`src/hw/rtl/serial_packet_deframer_unit_macros.svh`:
```
// ----------------------------------------------------------------------------
// Serial packet deframer assertion macros
// Shared assertion wrappers for the deframer RTL.
// ----------------------------------------------------------------------------
`ifndef SERIAL_PACKET_DEFRAMER_UNIT_MACROS_SVH
`define SERIAL_PACKET_DEFRAMER_UNIT_MACROS_SVH

// Clocked check, switched off while reset is held
`define SPD_ASSERT(label, prop, msg) \
    label: assert property (@(posedge i_clk) disable iff (!i_rst_n) (prop)) else $error(msg);

// Clocked check that also holds during reset
`define SPD_ASSERT_ALWAYS(label, prop, msg) \
    label: assert property (@(posedge i_clk) (prop)) else $error(msg);

`endif

```
`src/hw/rtl/spd_pkg.sv`:
```
// ----------------------------------------------------------------------------
// Serial packet deframer package
// Frame constants, store geometry and the modulo-255 running sum.
// ----------------------------------------------------------------------------
`default_nettype none

package spd_pkg;

    localparam int unsigned MAX_PAYLOAD  = 64;
    localparam int unsigned HIGHEST_PORT = 15;
    localparam int unsigned STORE_DEPTH  = 64;
    localparam int unsigned ADDR_W       = $clog2(STORE_DEPTH);
    localparam int unsigned MASK_W       = 16;

    localparam logic [7:0] START_FIRST  = 8'hAA;
    localparam logic [7:0] START_SECOND = 8'hBB;
    localparam logic [7:0] SUM_MODULUS  = 8'hFF;

    typedef struct packed {
        logic              we;
        logic [ADDR_W-1:0] addr;
        logic [7:0]        data;
    } t_wr_req;

    // (sum + b) mod 255; the sum may enter as 255 straight after the sequence byte
    function automatic logic [7:0] add_mod(input logic [7:0] sum, input logic [7:0] b);
        logic [8:0] s;
        s = {1'b0, sum} + {1'b0, b};
        if (s >= {SUM_MODULUS, 1'b0}) begin
            add_mod = 8'h00;
        end else if (s >= {1'b0, SUM_MODULUS}) begin
            add_mod = 8'(s - {1'b0, SUM_MODULUS});
        end else begin
            add_mod = s[7:0];
        end
    endfunction

endpackage

`default_nettype wire

```
`src/hw/rtl/spd_store.sv`:
```
// ----------------------------------------------------------------------------
// Payload store
// Single-write, single-read synchronous RAM with registered read data.
// ----------------------------------------------------------------------------
`default_nettype none

module spd_store (
    input  wire                         i_clk,
    input  wire  spd_pkg::t_wr_req      i_wr,
    input  wire                         i_rd_en,
    input  wire  [spd_pkg::ADDR_W-1:0]  i_rd_addr,
    output logic [7:0]                  o_rd_data
);
    import spd_pkg::*;

    logic [7:0] r_mem [STORE_DEPTH];

    always_ff @(posedge i_clk) begin
        if (i_wr.we) begin
            r_mem[i_wr.addr] <= i_wr.data;
        end
    end

    // read data holds until the next read
    always_ff @(posedge i_clk) begin
        if (i_rd_en) begin
            o_rd_data <= r_mem[i_rd_addr];
        end
    end

endmodule

`default_nettype wire

```
`src/hw/rtl/serial_packet_deframer_unit.sv`:
```
// ----------------------------------------------------------------------------
// Serial packet deframer
// Byte-stream receive deframer: start hunt, header checks, payload buffering
// and packet replay with checksum flag.
// ----------------------------------------------------------------------------
// Bytes of a frame (0xAA 0xBB, sequence, port, size, payload, checksum) are
// taken one per cycle. Payload bytes go into a 64-entry store. A port above
// 15 or with a clear bit in the port enable mask, or a size of 64 or more,
// drops the frame and hunting starts afresh; a mismatching start byte is not
// rechecked as a first start byte. When the checksum byte is taken the block
// stops taking input and replays the packet from the store, one result per
// payload byte (one result with payload_valid low for an empty packet), each
// carrying the header and a checksum_ok flag; the running sum begins at the
// sequence byte and adds every later header and payload byte modulo 255.
// Rate: one input byte per cycle outside replay. Each replay result passes
// through a store read state and then an output load state, as the store has
// a single read port, and the load waits out any output stall; input is held
// off until the last result is loaded. The output register lets the last
// result wait while the next frame is already being taken. Configuration
// writes to the mask are taken in any cycle and should arrive while idle.
// ----------------------------------------------------------------------------
`default_nettype none

`include "serial_packet_deframer_unit_macros.svh"

module serial_packet_deframer_unit (
    input  wire                          i_clk,
    input  wire                          i_rst_n,
    // configuration
    input  wire                          i_cfg_we,
    input  wire  [spd_pkg::MASK_W-1:0]   i_cfg_wdata,
    // receive byte channel
    input  wire                          i_in_valid,
    output logic                         o_in_stall,
    input  wire  [7:0]                   i_rx_byte,
    // packet result channel
    output logic                         o_out_valid,
    input  wire                          i_out_stall,
    output logic [7:0]                   o_seq_number,
    output logic [3:0]                   o_port_number,
    output logic [5:0]                   o_payload_size,
    output logic [5:0]                   o_byte_index,
    output logic [7:0]                   o_payload_byte,
    output logic                         o_payload_valid,
    output logic                         o_last_of_packet,
    output logic                         o_checksum_ok
);
    import spd_pkg::*;

    typedef enum logic [2:0] {
        PH_START,
        PH_SEQ,
        PH_PORT,
        PH_SIZE,
        PH_DATA,
        PH_CHECK,
        PH_EMIT_RD,
        PH_EMIT_LD
    } t_phase;

    t_phase            r_phase, n_phase;
    logic [ADDR_W-1:0] r_pos, n_pos;
    logic [7:0]        r_seq, n_seq;
    logic [3:0]        r_port, n_port;
    logic [5:0]        r_size, n_size;
    logic [7:0]        r_sum, n_sum;
    logic              r_ok, n_ok;
    logic [MASK_W-1:0] r_mask;

    // output register
    logic       r_o_valid, n_o_valid;
    logic [7:0] r_o_seq, n_o_seq;
    logic [3:0] r_o_port, n_o_port;
    logic [5:0] r_o_size, n_o_size;
    logic [5:0] r_o_index, n_o_index;
    logic [7:0] r_o_byte, n_o_byte;
    logic       r_o_pvalid, n_o_pvalid;
    logic       r_o_last, n_o_last;
    logic       r_o_ok, n_o_ok;

    t_wr_req     w_wr;
    logic        w_rd_en;
    logic [7:0]  w_rd_data;
    logic        w_take;
    logic        w_out_free;
    logic        w_empty;
    logic        w_last;
    logic [ADDR_W-1:0] w_pos_inc;

    spd_store u_store (
        .i_clk     (i_clk),
        .i_wr      (w_wr),
        .i_rd_en   (w_rd_en),
        .i_rd_addr (r_pos),
        .o_rd_data (w_rd_data)
    );

    assign o_in_stall = (r_phase == PH_EMIT_RD) || (r_phase == PH_EMIT_LD);
    assign w_take     = i_in_valid && !o_in_stall;
    assign w_out_free = !r_o_valid || !i_out_stall;
    assign w_empty    = (r_size == 6'd0);
    assign w_last     = w_empty || ({1'b0, r_pos} + 7'd1 == {1'b0, r_size});
    assign w_pos_inc  = r_pos + ADDR_W'(1);

    always_comb begin
        n_phase    = r_phase;
        n_pos      = r_pos;
        n_seq      = r_seq;
        n_port     = r_port;
        n_size     = r_size;
        n_sum      = r_sum;
        n_ok       = r_ok;
        n_o_valid  = r_o_valid && i_out_stall;
        n_o_seq    = r_o_seq;
        n_o_port   = r_o_port;
        n_o_size   = r_o_size;
        n_o_index  = r_o_index;
        n_o_byte   = r_o_byte;
        n_o_pvalid = r_o_pvalid;
        n_o_last   = r_o_last;
        n_o_ok     = r_o_ok;
        w_wr.we    = 1'b0;
        w_wr.addr  = r_pos;
        w_wr.data  = i_rx_byte;
        w_rd_en    = 1'b0;

        case (r_phase)
            PH_START: begin
                if (w_take) begin
                    if (r_pos == '0) begin
                        if (i_rx_byte == START_FIRST) begin
                            n_pos = ADDR_W'(1);
                        end
                    end else begin
                        n_pos = '0;
                        if (i_rx_byte == START_SECOND) begin
                            n_phase = PH_SEQ;
                        end
                    end
                end
            end
            PH_SEQ: begin
                if (w_take) begin
                    n_seq   = i_rx_byte;
                    n_sum   = i_rx_byte;
                    n_phase = PH_PORT;
                end
            end
            PH_PORT: begin
                if (w_take) begin
                    if (i_rx_byte > 8'(HIGHEST_PORT) || i_rx_byte >= 8'(MASK_W) ||
                        !r_mask[i_rx_byte[3:0]]) begin
                        n_phase = PH_START;
                        n_pos   = '0;
                    end else begin
                        n_port  = i_rx_byte[3:0];
                        n_sum   = add_mod(r_sum, i_rx_byte);
                        n_phase = PH_SIZE;
                    end
                end
            end
            PH_SIZE: begin
                if (w_take) begin
                    n_pos = '0;
                    if ({1'b0, i_rx_byte} < 9'(MAX_PAYLOAD) &&
                        {1'b0, i_rx_byte} < 9'(STORE_DEPTH)) begin
                        n_size  = i_rx_byte[5:0];
                        n_sum   = add_mod(r_sum, i_rx_byte);
                        n_phase = (i_rx_byte == 8'd0) ? PH_CHECK : PH_DATA;
                    end else begin
                        n_phase = PH_START;
                    end
                end
            end
            PH_DATA: begin
                if (w_take) begin
                    w_wr.we = 1'b1;
                    n_sum   = add_mod(r_sum, i_rx_byte);
                    if (6'(w_pos_inc) >= r_size) begin
                        n_pos   = '0;
                        n_phase = PH_CHECK;
                    end else begin
                        n_pos = w_pos_inc;
                    end
                end
            end
            PH_CHECK: begin
                if (w_take) begin
                    n_ok    = (i_rx_byte == r_sum);
                    n_pos   = '0;
                    n_phase = PH_EMIT_RD;
                end
            end
            PH_EMIT_RD: begin
                w_rd_en = 1'b1;
                n_phase = PH_EMIT_LD;
            end
            PH_EMIT_LD: begin
                if (w_out_free) begin
                    n_o_valid  = 1'b1;
                    n_o_seq    = r_seq;
                    n_o_port   = r_port;
                    n_o_size   = r_size;
                    n_o_index  = 6'(r_pos);
                    n_o_byte   = w_empty ? 8'd0 : w_rd_data;
                    n_o_pvalid = !w_empty;
                    n_o_last   = w_last;
                    n_o_ok     = r_ok;
                    if (w_last) begin
                        n_pos   = '0;
                        n_phase = PH_START;
                    end else begin
                        n_pos   = w_pos_inc;
                        n_phase = PH_EMIT_RD;
                    end
                end
            end
            default: begin
                n_phase = PH_START;
                n_pos   = '0;
            end
        endcase
    end

    always_ff @(posedge i_clk) begin
        if (!i_rst_n) begin
            r_phase   <= PH_START;
            r_pos     <= '0;
            r_seq     <= '0;
            r_port    <= '0;
            r_size    <= '0;
            r_sum     <= '0;
            r_mask    <= '0;
            r_o_valid <= 1'b0;
        end else begin
            r_phase   <= n_phase;
            r_pos     <= n_pos;
            r_seq     <= n_seq;
            r_port    <= n_port;
            r_size    <= n_size;
            r_sum     <= n_sum;
            r_o_valid <= n_o_valid;
            if (i_cfg_we) begin
                r_mask <= i_cfg_wdata;
            end
        end
        r_ok       <= n_ok;
        r_o_seq    <= n_o_seq;
        r_o_port   <= n_o_port;
        r_o_size   <= n_o_size;
        r_o_index  <= n_o_index;
        r_o_byte   <= n_o_byte;
        r_o_pvalid <= n_o_pvalid;
        r_o_last   <= n_o_last;
        r_o_ok     <= n_o_ok;
    end

    assign o_out_valid      = r_o_valid;
    assign o_seq_number     = r_o_seq;
    assign o_port_number    = r_o_port;
    assign o_payload_size   = r_o_size;
    assign o_byte_index     = r_o_index;
    assign o_payload_byte   = r_o_byte;
    assign o_payload_valid  = r_o_pvalid;
    assign o_last_of_packet = r_o_last;
    assign o_checksum_ok    = r_o_ok;

    // replay finishes by returning to the start hunt
    `SPD_ASSERT(a_replay_end, (r_phase == PH_EMIT_LD && w_out_free && w_last) |=> (r_phase == PH_START), "replay did not return to start hunt")
    // data results stay inside the packet
    `SPD_ASSERT(a_index_range, (o_out_valid && o_payload_valid) |-> (o_byte_index < o_payload_size), "byte index beyond payload size")
    // last flag lands on the final payload byte
    `SPD_ASSERT(a_last_pos, (o_out_valid && o_payload_valid && o_last_of_packet) |-> ({1'b0, o_byte_index} + 7'd1 == {1'b0, o_payload_size}), "last flag on wrong byte")
    // sum has been reduced below 255 by the time the checksum arrives
    `SPD_ASSERT(a_sum_reduced, (r_phase == PH_CHECK) |-> (r_sum != SUM_MODULUS), "running sum not reduced")

endmodule

`default_nettype wire
```
`config.mk`:
```
export PLATFORM = sky130hd
export DESIGN_NAME = serial_packet_deframer_unit
export DESIGN_NICKNAME = d
export VERILOG_FILES = /design/src/hw/rtl/spd_pkg.sv /design/src/hw/rtl/spd_store.sv /design/src/hw/rtl/serial_packet_deframer_unit.sv
export VERILOG_INCLUDE_DIRS = /design/src /design/src/hw/rtl
export SDC_FILE = /design/constraint.sdc
export NUM_CORES = 1
export LEC_CHECK = 0
export ABC_CLOCK_PERIOD_IN_PS = 5120
export BUFFER_PORTS_ARGS = -buffer_cell sky130_fd_sc_hd__buf_2
export CORE_MARGIN = 3
export CORE_UTILIZATION = 50
export DETAILED_ROUTE_END_ITERATION = 16
export GPL_ROUTABILITY_DRIVEN = 0
export PLACE_DENSITY = 0.66
export SKIP_CTS_REPAIR_TIMING = 1
export SKIP_LAST_GASP = 1
export SYNTH_ARGS = -nofsm -noshare
export SYNTH_HDL_FRONTEND = slang
export SYNTH_SLANG_ARGS = --single-unit
```
`constraint.sdc`:
```
create_clock -name i_clk -period 5.12 [get_ports i_clk]
set_input_delay 0.768 -clock i_clk [delete_from_list [all_inputs] [get_ports i_clk]]
set_output_delay 0.768 -clock i_clk [all_outputs]
set_load 0.02 [all_outputs]
```
==> metrics.cfg, run 1 <==
[run_status]
outcome = finished, final reports clean

[floorplan]
die-width_um = 228
design.portCount = 66
core_sq_um = 48100
dieHeight_um = 228
die_area_sq_um = 51900
initial_standard_cell_utilization_of_the_core_pct = 51.1
floorplan.rows = 80

[grt]
number_of_global_route_vias_before_repair = 14100
total_congestion_overflow_after_global_routing = 0
grt_pass1_wl_mm = 93.1
grt_start_max_net_pins = 93
track_usage_pct = 23.7
antenna_found_initial = 3

[final_layout]
stdcell_count = 2290
post-route-cell-area_sq_um = 27500
final_layout_size_suffix_gt1_share_pct = 19.2
utilization_pct = 57.2
final_net_count = 1634
fill_cells = 3658
multi_input_area_sq_um = 6320
register_area_sq_um = 17700
syn2layout_area_growth_pct = 11.9

[detailed_routing]
initialDrtViolationCount = 2049
final_antenna_net_count = 0
dr_total_vias = 14500
detail_route.first_pass.iterations = 7
post_drt_wl_per_cell_um = 27.2
wire_length_reported_by_the_detailed_router_mm = 62.2
avg_vias_per_cell = 6.32
drc = 0

[clock_tree]
clock_h_tree_levels = 2
cts_buffers = 60
cts_root_buf = clkbuf_16
worst_skew_pair.late_latency_ns = 0.62
cts_max_path_buffers = 3
clk_pin_slew_ns = 0.07
clock-sinks = 608
tritoncts = done

[timing]
period_needed_ns = 3.82
max_freq_ghz = 0.262
timing.max_slew.rel_slack_pct = 21.6
max_slew.worst_pin.slew_ns = 1.17
timing.setup.tns_ns = 0
rsz0062_at_grt = no
timing.final.hold_violations = 0
fin_skew_ns = 0.0200
setup_viol_count_final = 0
share_of_the_clock_period_used_by_the_worst_path_after_layout_pct = 74.6
maxSlewViolCount = 0

[pwr]
leakagePower_nw = 8.98
peakVddDrop_mv = 0.281
report.power.total_w = 0.00984
cellPowerDensity_nw_per_um2 = 357

[synth]
synthesized_instance_count = 1502
synth_area_leaders = edfxtp_1 (68%), mux4_2 (5.8%), dfxtp_1 (4.2%), mux2i_1 (3.0%), nor2_1 (2.4%)
synth_area_sq_um = 24600
synth-seq-area-share_pct = 72.0
synth-main-ff-cell = edfxtp_1
post-synth-top-count-cell = edfxtp_1
count_of_flip_flops_with_a_built_in_enable_after_synthesis = 556
yosysWarnings = 0
ys_types = 74
yosys-mux-area-fraction_pct = 10.4
mappedNetlistNets = 1551
postSynthAreaPerCell_sq_um = 16.4
synth_compound_gate_area_share_pct = 7.96
synth_top_area_cell = edfxtp_1
synth_top_area_share_pct = 67.8
synthTopCellsByCount = edfxtp_1 (556), nor2_1 (155), mux2i_1 (74), a221oi_1 (63), mux4_2 (63)
number_of_synthesized_register_bits = 608
synth_top_family_by_area = multiplexers
yosys.area_share.adder_pct = 1.05
synthXorXnorAreaFrac_pct = 0.320
synth_simple_gate_area_share_pct = 5.88
fraction_of_registers_with_async_set_or_reset_after_synthesis_pct = 0

[setup_path]
critPathMaxStageDelay_ns = 0.77
setup.worst_path.class = reg -> reg
worst_path_max_fanout = 71
worst_ep_arrival_time_ns = 4.18
most_repeated_library_cell_on_the_critical_path = nor2_1
critical_path.slowest_cell = dfxtp_4
cp.required_ns = 5.48
cp-end-kind = flip-flop
setup.worst_path.start_class = flip-flop
worstPathCellList = buf_12 > nor2_1 > buf_4 > a221oi_1 > nor2_1 > o21bai_1 > o221ai_1 > or4_1

[placement]
post_dp_cell_area_sq_um = 25700
post-place-cells = 2179
io_buffers = 65
detailedPlacementHpwl_mm = 38.5

[flow_run]
timing.max_cap.violations = 0

[worst_hold_path]
worst_hold_path_type = in -> reg

[placed cells by master (no fill, tap or decap), types with 7 or more instances in the layout]
master and instances:
a21oi_1 49, a221oi_1 63, a22o_1 7, a22oi_1 22, a31oi_1 7, and2_1 11, buf_2 65, buf_4 43
clkbuf_1 18, clkbuf_16 60, clkinv_1 8, clkinv_2 11, dfxtp_1 49, edfxtp_1 556, ha_1 19, inv_1 17
mux2_2 36, mux2i_1 74, mux4_2 63, nand2_1 58, nand2b_1 7, nand3_1 17, nor2_1 154, nor2b_1 9
nor3_1 10, o21ai_0 31, o22a_1 11, o22ai_1 22, or4_1 10
[registers in the layout (all words and copies together), names as in the netlist, 3 cells and up]
register           cells
o_byte_index           6
o_payload_byte         8
o_payload_size         6
o_port_number          4
o_seq_number           8
r_mask                16
r_phase                3
r_port                 4
r_pos                  6
r_seq                  8
r_size                 6
r_sum                  8
u_store.o_rd_data      8
u_store.r_mem        512
[power by group]
group	switching, W	internal (W)	leakage [nW]
Sequential	0.00000386	0.00541	5.37
Combinational	0.000133	0.0000422	2.70
Clock	0.00183	0.00242	0.911
Total	0.00197	0.00787	8.98
[final timing paths]
| path | startpoint | end | slack (ns) | cells after the start |
|---|---|---|---|---|
| hold / removal | i_cfg_wdata[13] | r_mask[13]$_SDFFE_PN0P_ | 0.39 | 3 |
| setup / recovery | r_pos[1]$_SDFFE_PN0P_ | u_store.o_rd_data[5]$_DFFE_PP_ | 1.30 | 8 |
| hold reg to reg | r_ok$_DFFE_PP_ | o_checksum_ok$_DFFE_PP_ | 0.42 | 0 |
| setup reg to reg | r_pos[1]$_SDFFE_PN0P_ | u_store.o_rd_data[5]$_DFFE_PP_ | 1.30 | 8 |
[kinds of logic (layout without fill, tap and decap cells)]
| group | after synthesis | count (layout) |
|---|---|---|
| adders and majority gates | 20 | 20 |
| and+or+nand+nor | 313 | 313 |
| buffers and inverters | 109 | 240 |
| other | 0 | 1 |
| DFF | 608 | 608 |
| muxes | 173 | 173 |
| xor gates and xnor gates | 9 | 9 |
| AOI/OAI and AO/OA | 270 | 270 |
[routing by layer]
metal / up-vias / wire length, um / part of all wire (%) / GRT usage [%]
met2: 805 / 28300 / 46 / 35.9
li1: 6156 / - / - / -
met1: 7354 / 25500 / 41 / 34.8
met5: - / 13 / 0.021 / 0
met4: 2 / 1940 / 3.1 / 6.97
met3: 146 / 6400 / 10 / 5.18
[layout make-up]
class / instances / share of cell area, %
diodes: 1 / 0.00909
repair buffers: 110 / 2.50
inverters: 20 / 0.273
well taps: 656 / 2.98
clock inverters: 32 / 1.14
multi-input cells: 785 / 23.0
clock buffers: 78 / 5.70
flip-flops and latches: 608 / 64.4
[worst max-delay path: cells and delay by family (launching register included)]
family          cells  cell delay [ns]
simple gates        3             0.99
compound gates      3             0.96
flops               1             0.77
buf+inv             2             0.71
[per-stage QoR]
step	setup slack, ns	hold WS, ns
after global routing	1.07	0.389
after global placement	1.33	0.420
after CTS	1.31	0.360
final	1.30	0.387
after detailed placement	1.32	0.411
after floorplan	1.41	0.400
No activity file was read; power rests on OpenSTA's default activity.
==> inputs of run 2 (changes only) <==
- ABC_CLOCK_PERIOD_IN_PS: 5120 -> 3950
- clock period: 5.12 -> 3.95 ns (I/O delays scaled with it)
==> run 2 against run 1 <==
Compared with the run above: final cell count is 2.4% higher; register-to-register slack worse by 0.73 ns; maximum frequency is 13% higher; critical endpoint is now u_store.o_rd_data[3]$_DFFE_PP_; critical path depth is 2 lower; clock power is 23% higher; flip-flop and latch count stayed put.
==> metrics.cfg, run 2 (synthesis results as in run 1) <==
[final_layout]
fill_cells = 3632  ; was 3658
final_layout_size_suffix_gt1_share_pct = 21.5  ; was 19.2%
most_used_cells_in_the_layout_excluding_fill_and_tap_cells = edfxtp_1 (556), nor2_1 (155), buf_4 (90), mux2i_1 (74), buf_2 (65)  ; was edfxtp_1 (556), nor2_1 (154), mux2i_1 (74), buf_2 (65)
final_net_count = 1685  ; was 1634
largest_reg_flops = 512  ; unchanged
post-route-cell-area_sq_um = 27900  ; was 27500 sq um
utilization_pct = 57.9  ; was 57.2%
stdcell_count = 2346  ; was 2290
most_frequent_standard_cell_in_the_layout_excluding_fill_and_tap_cells = edfxtp_1  ; unchanged
registers.top_by_ff_count = u_store.r_mem  ; unchanged
syn2layout_area_growth_pct = 13.3  ; was 11.9%
biggestRegsByFlops = u_store.r_mem x512, r_mask x16  ; unchanged

[detailed_routing]
met1Wirelength_mm = 25.1  ; was 25.5 mm
wire_length_reported_by_the_detailed_router_mm = 63.0  ; was 62.2 mm
initialDrtViolationCount = 1661  ; was 2049
dr_total_vias = 14500  ; about the same
detail_route.first_pass.iterations = 6  ; was 7
routed-wl-met3_mm = 6.33  ; was 6.40 mm
post_drt_wl_per_cell_um = 26.9  ; was 27.2 um
drc = 0  ; unchanged
dr_wl_met2_mm = 29.3  ; was 28.3 mm
avg_vias_per_cell = 6.18  ; was 6.32
final_antenna_net_count = 0  ; unchanged
top_layer = met4  ; was met5

[clock_tree]
worst_skew_pair.late_latency_ns = 0.64  ; was 0.62 ns
cts_root_buf = clkbuf_16  ; unchanged
cts_max_path_buffers = 3  ; unchanged
clk_pin_slew_ns = 0.06  ; was 0.07 ns
clock_h_tree_levels = 2  ; unchanged
tritoncts = done  ; unchanged
cts_buffers = 60  ; unchanged
clock-sinks = 608  ; unchanged

[timing]
maxSlewViolCount = 0  ; unchanged
max_freq_ghz = 0.296  ; was 0.262 GHz
post-route-worst-setup-slack_ns = 0.574  ; was 1.30 ns
timing.max_slew.rel_slack_pct = 12.3  ; was 21.6%
period_needed_ns = 3.38  ; was 3.82 ns
share_of_the_clock_period_used_by_the_worst_path_after_layout_pct = 85.5  ; was 74.6%
setup_viol_count_final = 0  ; unchanged
timing.final.hold_violations = 0  ; unchanged
rsz0062_at_grt = no  ; unchanged
max_slew.worst_pin.slew_ns = 1.31  ; was 1.17 ns
fin_skew_ns = 0.0263  ; was 0.0200 ns
timing.setup.tns_ns = 0  ; unchanged

[floorplan]
core_sq_um = 48100  ; unchanged
die-width_um = 228  ; unchanged
design.portCount = 66  ; unchanged
dieHeight_um = 228  ; unchanged
floorplan.rows = 80  ; unchanged
die_area_sq_um = 51900  ; unchanged
initial_standard_cell_utilization_of_the_core_pct = 51.1  ; unchanged

[grt]
grt_pass1_wl_mm = 93.4  ; was 93.1 mm
number_of_global_route_vias_before_repair = 14400  ; was 14.1k
antenna_found_initial = 5  ; was 3
track_usage_pct = 24.0  ; was 23.7%
total_congestion_overflow_after_global_routing = 0  ; unchanged
grt_start_max_net_pins = 75  ; was 93

[setup_path]
ff2ff_setup_slack_ns = 0.57  ; was 1.30 ns
setup.worst_path.start_class = flip-flop  ; unchanged
cp-end-kind = flip-flop  ; unchanged
worst_ep_arrival_time_ns = 3.70  ; was 4.18 ns
setup.worst_path.class = reg -> reg  ; unchanged
worst_path_max_fanout = 22  ; was 71
cp.required_ns = 4.28  ; was 5.48 ns

[run_status]
outcome = finished, final reports clean  ; unchanged

[placement]
detailedPlacementHpwl_mm = 39.7  ; was 38.5 mm
placement.setup.worst_slack_ns = 0.526  ; was 1.32 ns
post-place-cells = 2230  ; was 2179
io_buffers = 65  ; unchanged
post_dp_cell_area_sq_um = 26100  ; was 25700 sq um

[flow_run]
timing.max_cap.violations = 0  ; unchanged

[pwr]
cellPowerDensity_nw_per_um2 = 448  ; was 357 nW/um^2
leakagePower_nw = 9.23  ; was 8.98 nW
peakVddDrop_mv = 0.350  ; was 0.281 mV

[worst_hold_path]
worst_hold_path_type = in -> reg  ; unchanged

## run 2: worst paths after layout
| check | startpoint | end | cells past startpoint |
|---|---|---|---|
| hold / removal | i_cfg_wdata[11] | r_mask[11]$_SDFFE_PN0P_ | 3 |
| setup reg to reg | r_pos[2]$_SDFFE_PN0P_ | u_store.o_rd_data[3]$_DFFE_PP_ | 6 |
| setup / recovery | r_pos[2]$_SDFFE_PN0P_ | u_store.o_rd_data[3]$_DFFE_PP_ | 6 |
| hold reg to reg | r_ok$_DFFE_PP_ | o_checksum_ok$_DFFE_PP_ | 0 |
## run 2: metal layers
metal | up-vias | track usage (%)
met5 | - | 0
met4 | 0 | 9.61
met3 | 140 | 5.90
met2 | 751 | 36.9
met1 | 7353 | 33.4
li1 | 6262 | -
## run 2: report_power, final
part           leakage, nW  internal [W]  total, W  switching [W]
sequential            5.37       0.00701   0.00702     0.00000479
combinational         2.98     0.0000579  0.000232       0.000175
clock                0.880       0.00286   0.00524        0.00238
total                 9.23       0.00993    0.0125        0.00256
## run 2: cell type report
type	count	area (sq um)	share of cell area, %
sequential	608	17700	63.6
multi-input combinational	785	6320	22.7
clock buffer	73	1550	5.56
timing repair buffer	161	1120	4.02
tap	656	821	2.94
clock inverter	40	253	0.906
inverter	20	75.1	0.269
antenna	3	7.51	0.0269
## run 2: per-stage QoR
| stage | hold slack (ns) | power, W |
|---|---|---|
| finish | 0.211 | 0.0125 |
| detailed placement | 0.422 | 0.00739 |
| global placement | 0.417 | 0.00738 |
| floorplan | 0.400 | 0.00724 |
| global route | 0.211 | 0.0128 |
| CTS | 0.178 | 0.0126 |
## run 2: worst max-delay path, cell delays in order (launching register included)
cell and delay [ns]:
dfxtp_4 0.59, clkinv_1 0.60, buf_4 0.38, mux2i_1 0.26, o22ai_1 0.17, nor4_1 0.85, nand2_1 0.21
